$ cat src/hw/rtl/lphs_pkg.sv
// Shared constants and controller/datapath interface types for the hash set.
package lphs_pkg;

    localparam int          TABLE_BITS_DEF = 10;
    localparam int          COUNT_W        = 11;
    localparam logic [31:0] HASH_MULT      = 32'd2654435761;
    localparam logic [31:0] EMPTY_SLOT     = 32'hFFFF_FFFF;

    // Request action codes; the unused code behaves as a lookup.
    localparam logic [1:0]  ACT_INSERT = 2'd1;
    localparam logic [1:0]  ACT_CLEAR  = 2'd2;

    typedef struct packed {
        logic load;         // capture action and folded key
        logic hash;         // register the hash product
        logic home;         // start the probe at the home slot
        logic rd;           // read the slot at the probe position
        logic advance;      // step to the next slot
        logic ins_write;    // store the key at the probe position
        logic sweep_start;  // restart the clearing sweep, zero the count
        logic sweep_write;  // empty one slot of the sweep
        logic res_load;     // load the result register
        logic res_present;
        logic res_inserted;
        logic res_full;
    } dp_cmd_t;

    typedef struct packed {
        logic empty;        // slot read holds the empty pattern
        logic match;        // slot read holds the key
        logic last_probe;   // every slot has now been visited
        logic sweep_last;   // sweep is at the last slot
        logic is_insert;    // captured request is an insert
    } dp_status_t;

endpackage

$ cat src/hw/rtl/lphs_ctrl.sv
// Hash set controller: sequences sweep, hash and probe steps and owns the handshakes.
module lphs_ctrl
    import lphs_pkg::*;
(
    input  logic       clk,
    input  logic       rst_n,
    input  logic       in_valid,
    output logic       in_ready,
    input  logic [1:0] in_action,
    output logic       out_valid,
    input  logic       out_ready,
    input  dp_status_t st,
    output dp_cmd_t    cmd
);

    typedef enum logic [2:0] {
        ST_SWEEP,
        ST_IDLE,
        ST_HASH,
        ST_HOME,
        ST_PROBE,
        ST_CHECK,
        ST_CLRDONE
    } state_t;

    state_t state_reg, state_next;
    logic   out_valid_reg, out_valid_next;
    logic   clr_req_reg, clr_req_next;
    logic   out_free;
    logic   finish;

    assign out_free = !out_valid_reg || out_ready;
    assign finish   = st.empty || st.match || st.last_probe;
    assign in_ready = (state_reg == ST_IDLE);

    always_comb
    begin
        state_next     = state_reg;
        clr_req_next   = clr_req_reg;
        out_valid_next = out_valid_reg && !out_ready;
        cmd            = '0;

        case (state_reg)
            ST_SWEEP:
            begin
                cmd.sweep_write = 1'b1;
                if (st.sweep_last)
                begin
                    state_next = clr_req_reg ? ST_CLRDONE : ST_IDLE;
                end
            end
            ST_IDLE:
            begin
                if (in_valid)
                begin
                    cmd.load = 1'b1;
                    if (in_action == ACT_CLEAR)
                    begin
                        cmd.sweep_start = 1'b1;
                        clr_req_next    = 1'b1;
                        state_next      = ST_SWEEP;
                    end
                    else
                    begin
                        state_next = ST_HASH;
                    end
                end
            end
            ST_HASH:
            begin
                cmd.hash   = 1'b1;
                state_next = ST_HOME;
            end
            ST_HOME:
            begin
                cmd.home   = 1'b1;
                state_next = ST_PROBE;
            end
            ST_PROBE:
            begin
                cmd.rd     = 1'b1;
                state_next = ST_CHECK;
            end
            ST_CHECK:
            begin
                if (!finish)
                begin
                    cmd.advance = 1'b1;
                    state_next  = ST_PROBE;
                end
                else if (out_free)
                begin
                    // The store happens only together with the result, so a
                    // stalled result never writes twice.
                    cmd.ins_write    = st.empty && st.is_insert;
                    cmd.res_load     = 1'b1;
                    cmd.res_present  = st.match && !st.empty;
                    cmd.res_inserted = st.empty && st.is_insert;
                    cmd.res_full     = !st.match && !st.empty;
                    out_valid_next   = 1'b1;
                    state_next       = ST_IDLE;
                end
            end
            ST_CLRDONE:
            begin
                if (out_free)
                begin
                    cmd.res_load   = 1'b1;
                    out_valid_next = 1'b1;
                    clr_req_next   = 1'b0;
                    state_next     = ST_IDLE;
                end
            end
            default:
            begin
                state_next = ST_IDLE;
            end
        endcase
    end

    always_ff @(posedge clk or negedge rst_n)
    begin
        if (!rst_n)
        begin
            state_reg     <= ST_SWEEP;
            out_valid_reg <= 1'b0;
            clr_req_reg   <= 1'b0;
        end
        else
        begin
            state_reg     <= state_next;
            out_valid_reg <= out_valid_next;
            clr_req_reg   <= clr_req_next;
        end
    end

    assign out_valid = out_valid_reg;

endmodule

$ cat config.mk
export PLATFORM = sky130hd
export DESIGN_NAME = lphs_ctrl
export DESIGN_NICKNAME = d
export VERILOG_FILES = /design/src/hw/rtl/lphs_pkg.sv /design/src/hw/rtl/lphs_ctrl.sv
export SDC_FILE = /design/constraint.sdc
export NUM_CORES = 1
export LEC_CHECK = 0
export BUFFER_PORTS_ARGS = -buffer_cell sky130_fd_sc_hd__buf_2
export CORE_AREA = 5 5 42 44
export DETAILED_ROUTE_END_ITERATION = 6
export DIE_AREA = 0 0 47 49
export HOLD_SLACK_MARGIN = 0.05
export MAX_ROUTING_LAYER = met4
export PLACE_DENSITY = 0.63
export SLEW_MARGIN = 30
export SYNTH_ARGS = -nofsm -noshare
export SYNTH_HDL_FRONTEND = slang
export SYNTH_SLANG_ARGS = --single-unit
$ cat constraint.sdc
create_clock -name clk -period 2.25 [get_ports clk]
set_input_delay 0.225 -clock clk [delete_from_list [all_inputs] [get_ports clk]]
set_output_delay 0.225 -clock clk [all_outputs]
set_load 0.05 [all_outputs]
==> out/metrics.yaml <==
power_and_ir_drop:
  p_leak_nw: 0.306
  powerDensity_mw_per_mm2: 1500
  ir_worst_vdd_uv: 648
clock_network:
  numCtsBuffers: 3
  cts_resized: 0
  clk_pin_slew_ps: 50
  ctsHoldBuffers: 1
  h-tree-depth: 1
  cts.path.max_buffers: 2
  cts_sinks: 5
  cts_tree: "done"
  post_cts_buffers: 0
  clk_latency_ps: 240
  root_buffer: "clkbuf_4"
worst_setup_path:
  critPathMaxStageDelay_ps: 620
  path_class: "flop to primary output"
  path_cells: "nand2b_4, o21ai_1, nand2_1, nor2_1, buf_2"
  path_delay_family: "flip-flops"
  cp_num_buf_inv: 1
  end_kind: "primary output"
  cp.required_ps: 2030
  path_max_fanout: 12
  arrival_ps: 1680
  cpMaxStageDelayCell: "dfrtp_1"
  setup.worst_path.start_class: "flop"
timing:
  worst_pin_slew_ps: 470
  whs_ps: 315
  fin_crit_sh_pct: 84.5
  layout_min_cycle_time_ps: 1900
  fin_ws_ps: 348
  slew_headroom_pct: 68.7
  fin_skew_ps: 7.98
  rsz0062_at_grt: "no"
  final-hold-violation-count: 0
  setup_viol: 0
  max_freq_mhz: 526
  slew_viol_final: 0
routing:
  vias_per_cell: 4.91
  met2_length_um: 572
  drtAntennaViolNets: 0
  vias: 486
  wl_mm: 1.18
  wl_per_cell_um: 11.9
  route.met3.wl_um: 108
  route.detailed.drc: 0
  top_layer: "met3"
  met1_length_um: 499
  dr.pass1.iters: 3
  drt_iter0_drc: 3
logic_synthesis:
  yosysMostFrequentCell: "nand2_1"
  ys_types: 26
  ys_ff_latch: 5
  seq_area_frac_synth_pct: 26.0
  syn_inst: 59
  synth_top_area_share_pct: 26.0
  synth_ff_type: "dfrtp_1"
  synth_area_leaders: "dfrtp_1 26%, buf_6 7.0%, nand2b_1 6.5%"
  yosysWarnings: 0
  synth_edf_count: 0
  syn_area_um2: 480
  yosys-top-cells-count: "8 x nand2_1, 6 x nor2_1, 6 x nor3_1, 5 x dfrtp_1, 5 x nand2b_1"
  synth_nets: 70
  async_reset_ff_share_pct: 100
  synth_top_area_cell: "dfrtp_1"
  avgSynthCellArea_um2: 8.14
floorplanning:
  start_util_pct: 34.3
  pin_count: 25
  core-area_mm2: 0.00140
  die_y_um: 49
  rows: 14
  die-area_mm2: 0.00230
  chipWidth_um: 47
placed_design:
  dpl.hpwl_um: 973
  globalplace.congestion: 0.715
  post-place-ws_ps: 593
  portBuffers: 24
final_layout:
  seq_area_um2: 125
  syn_to_final_growth_pct: 28.1
  nets: 95
  num-fill-cells: 161
  drive_above_1_share_pct: 41.0
  largest_reg_flops: 3
  multi_input_area_um2: 305
  antenna_cells: 0
global_routing:
  grt_max_degree: 16
  grt_pass1_vias: 454
  grt.total_usage_pct: 11.5
  grt_pass1_wl_mm: 1.90
  grt_overflow: 0
  grt_antenna_before_repair: 0
run:
  cap_violations: 0
status:
  status: "finished clean"
hold_path:
  min_path_type: "input port to asynchronous set/reset pin"
layout make-up:
cell class | count | share of cell area [%]
clock buffers | 3 | 3.66
flip-flops and latches | 5 | 20.3
inverters | 2 | 1.22
well taps | 16 | 3.25
repair buffers | 25 | 21.1
clock inverters | 1 | 0.813
multi-input cells | 47 | 49.6
per-stage QoR:
step	setup TNS, ps	total power [mW]	instances	util [%]	instance area, um2
global placement	0	0.822	94	41.3	578
finish	0	0.925	99	43.9	616
CTS	0	0.941	99	43.9	616
floorplan	-802	0.761	59	-	487
global route	0	0.997	99	43.9	616
detailed placement	0	0.831	94	41.3	578
cell usage in the layout, fill, tap and decap left out:
cell type / instances
o21ai_0: 1
a31oi_1: 1
a22oi_1: 1
nor2b_1: 1
nand2b_4: 1
nand2_1: 8
nor4b_2: 1
a21oi_1: 3
and2_4: 1
nor3_1: 6
nor2_1: 6
nor3b_1: 1
xnor2_1: 1
a21o_1: 1
a211oi_2: 2
buf_2: 24
nand2b_1: 5
o22a_1: 1
nor4_4: 1
clkbuf_4: 3
mux2i_1: 1
inv_1: 2
nor4_1: 2
nand3b_1: 1
dlygate4sd3_1: 1
dfrtp_1: 5
clkinv_2: 1
o21ai_1: 1
power by group:
group | total, mW | leakage, nW | internal [mW] | switching, mW
logic | 0.596 | 0.226 | 0.185 | 0.411
registers | 0.226 | 0.0622 | 0.132 | 0.0945
clock network | 0.103 | 0.0177 | 0.0644 | 0.0390
cells by family after synthesis:
kind of cell / Yosys count / share of synthesized area (%)
simple gates: 34 / 41.7
mux: 1 / 2.08
xor+xnor: 1 / 1.82
compound gates: 11 / 16.7
buf+inv: 7 / 11.7
flops: 5 / 26.0
worst reg2reg max path, cell delays in order, from the launching register on:
cell	delay [ps]
dfrtp_1	630
and2_4	240
xnor2_1	150
a22oi_1	110
a211oi_2	240
final timing paths:
| kind | startpoint | end | slack (ps) | depth (start not counted) |
|---|---|---|---|---|
| max in group asynchronous | rst_n | state_reg[0] | 1800 | 2 |
| setup / recovery | state_reg[0] | cmd[3] | 350 | 5 |
| setup reg to reg | state_reg[2] | state_reg[0] | 790 | 4 |
| hold reg to reg | clr_req_reg | clr_req_reg | 510 | 1 |
| min in group clk | st[1] | state_reg[0] | 350 | 3 |
| hold / removal | rst_n | state_reg[1] | 310 | 2 |
routing by layer:
| layer | GRT usage [%] | vias up |
|---|---|---|
| li1 | - | 256 |
| met1 | 13.6 | 215 |
| met2 | 17.9 | 15 |
| met3 | 3.32 | 0 |
| met4 | 4.15 | 0 |
| met5 | - | - |
(Power assumes the default switching activity.)
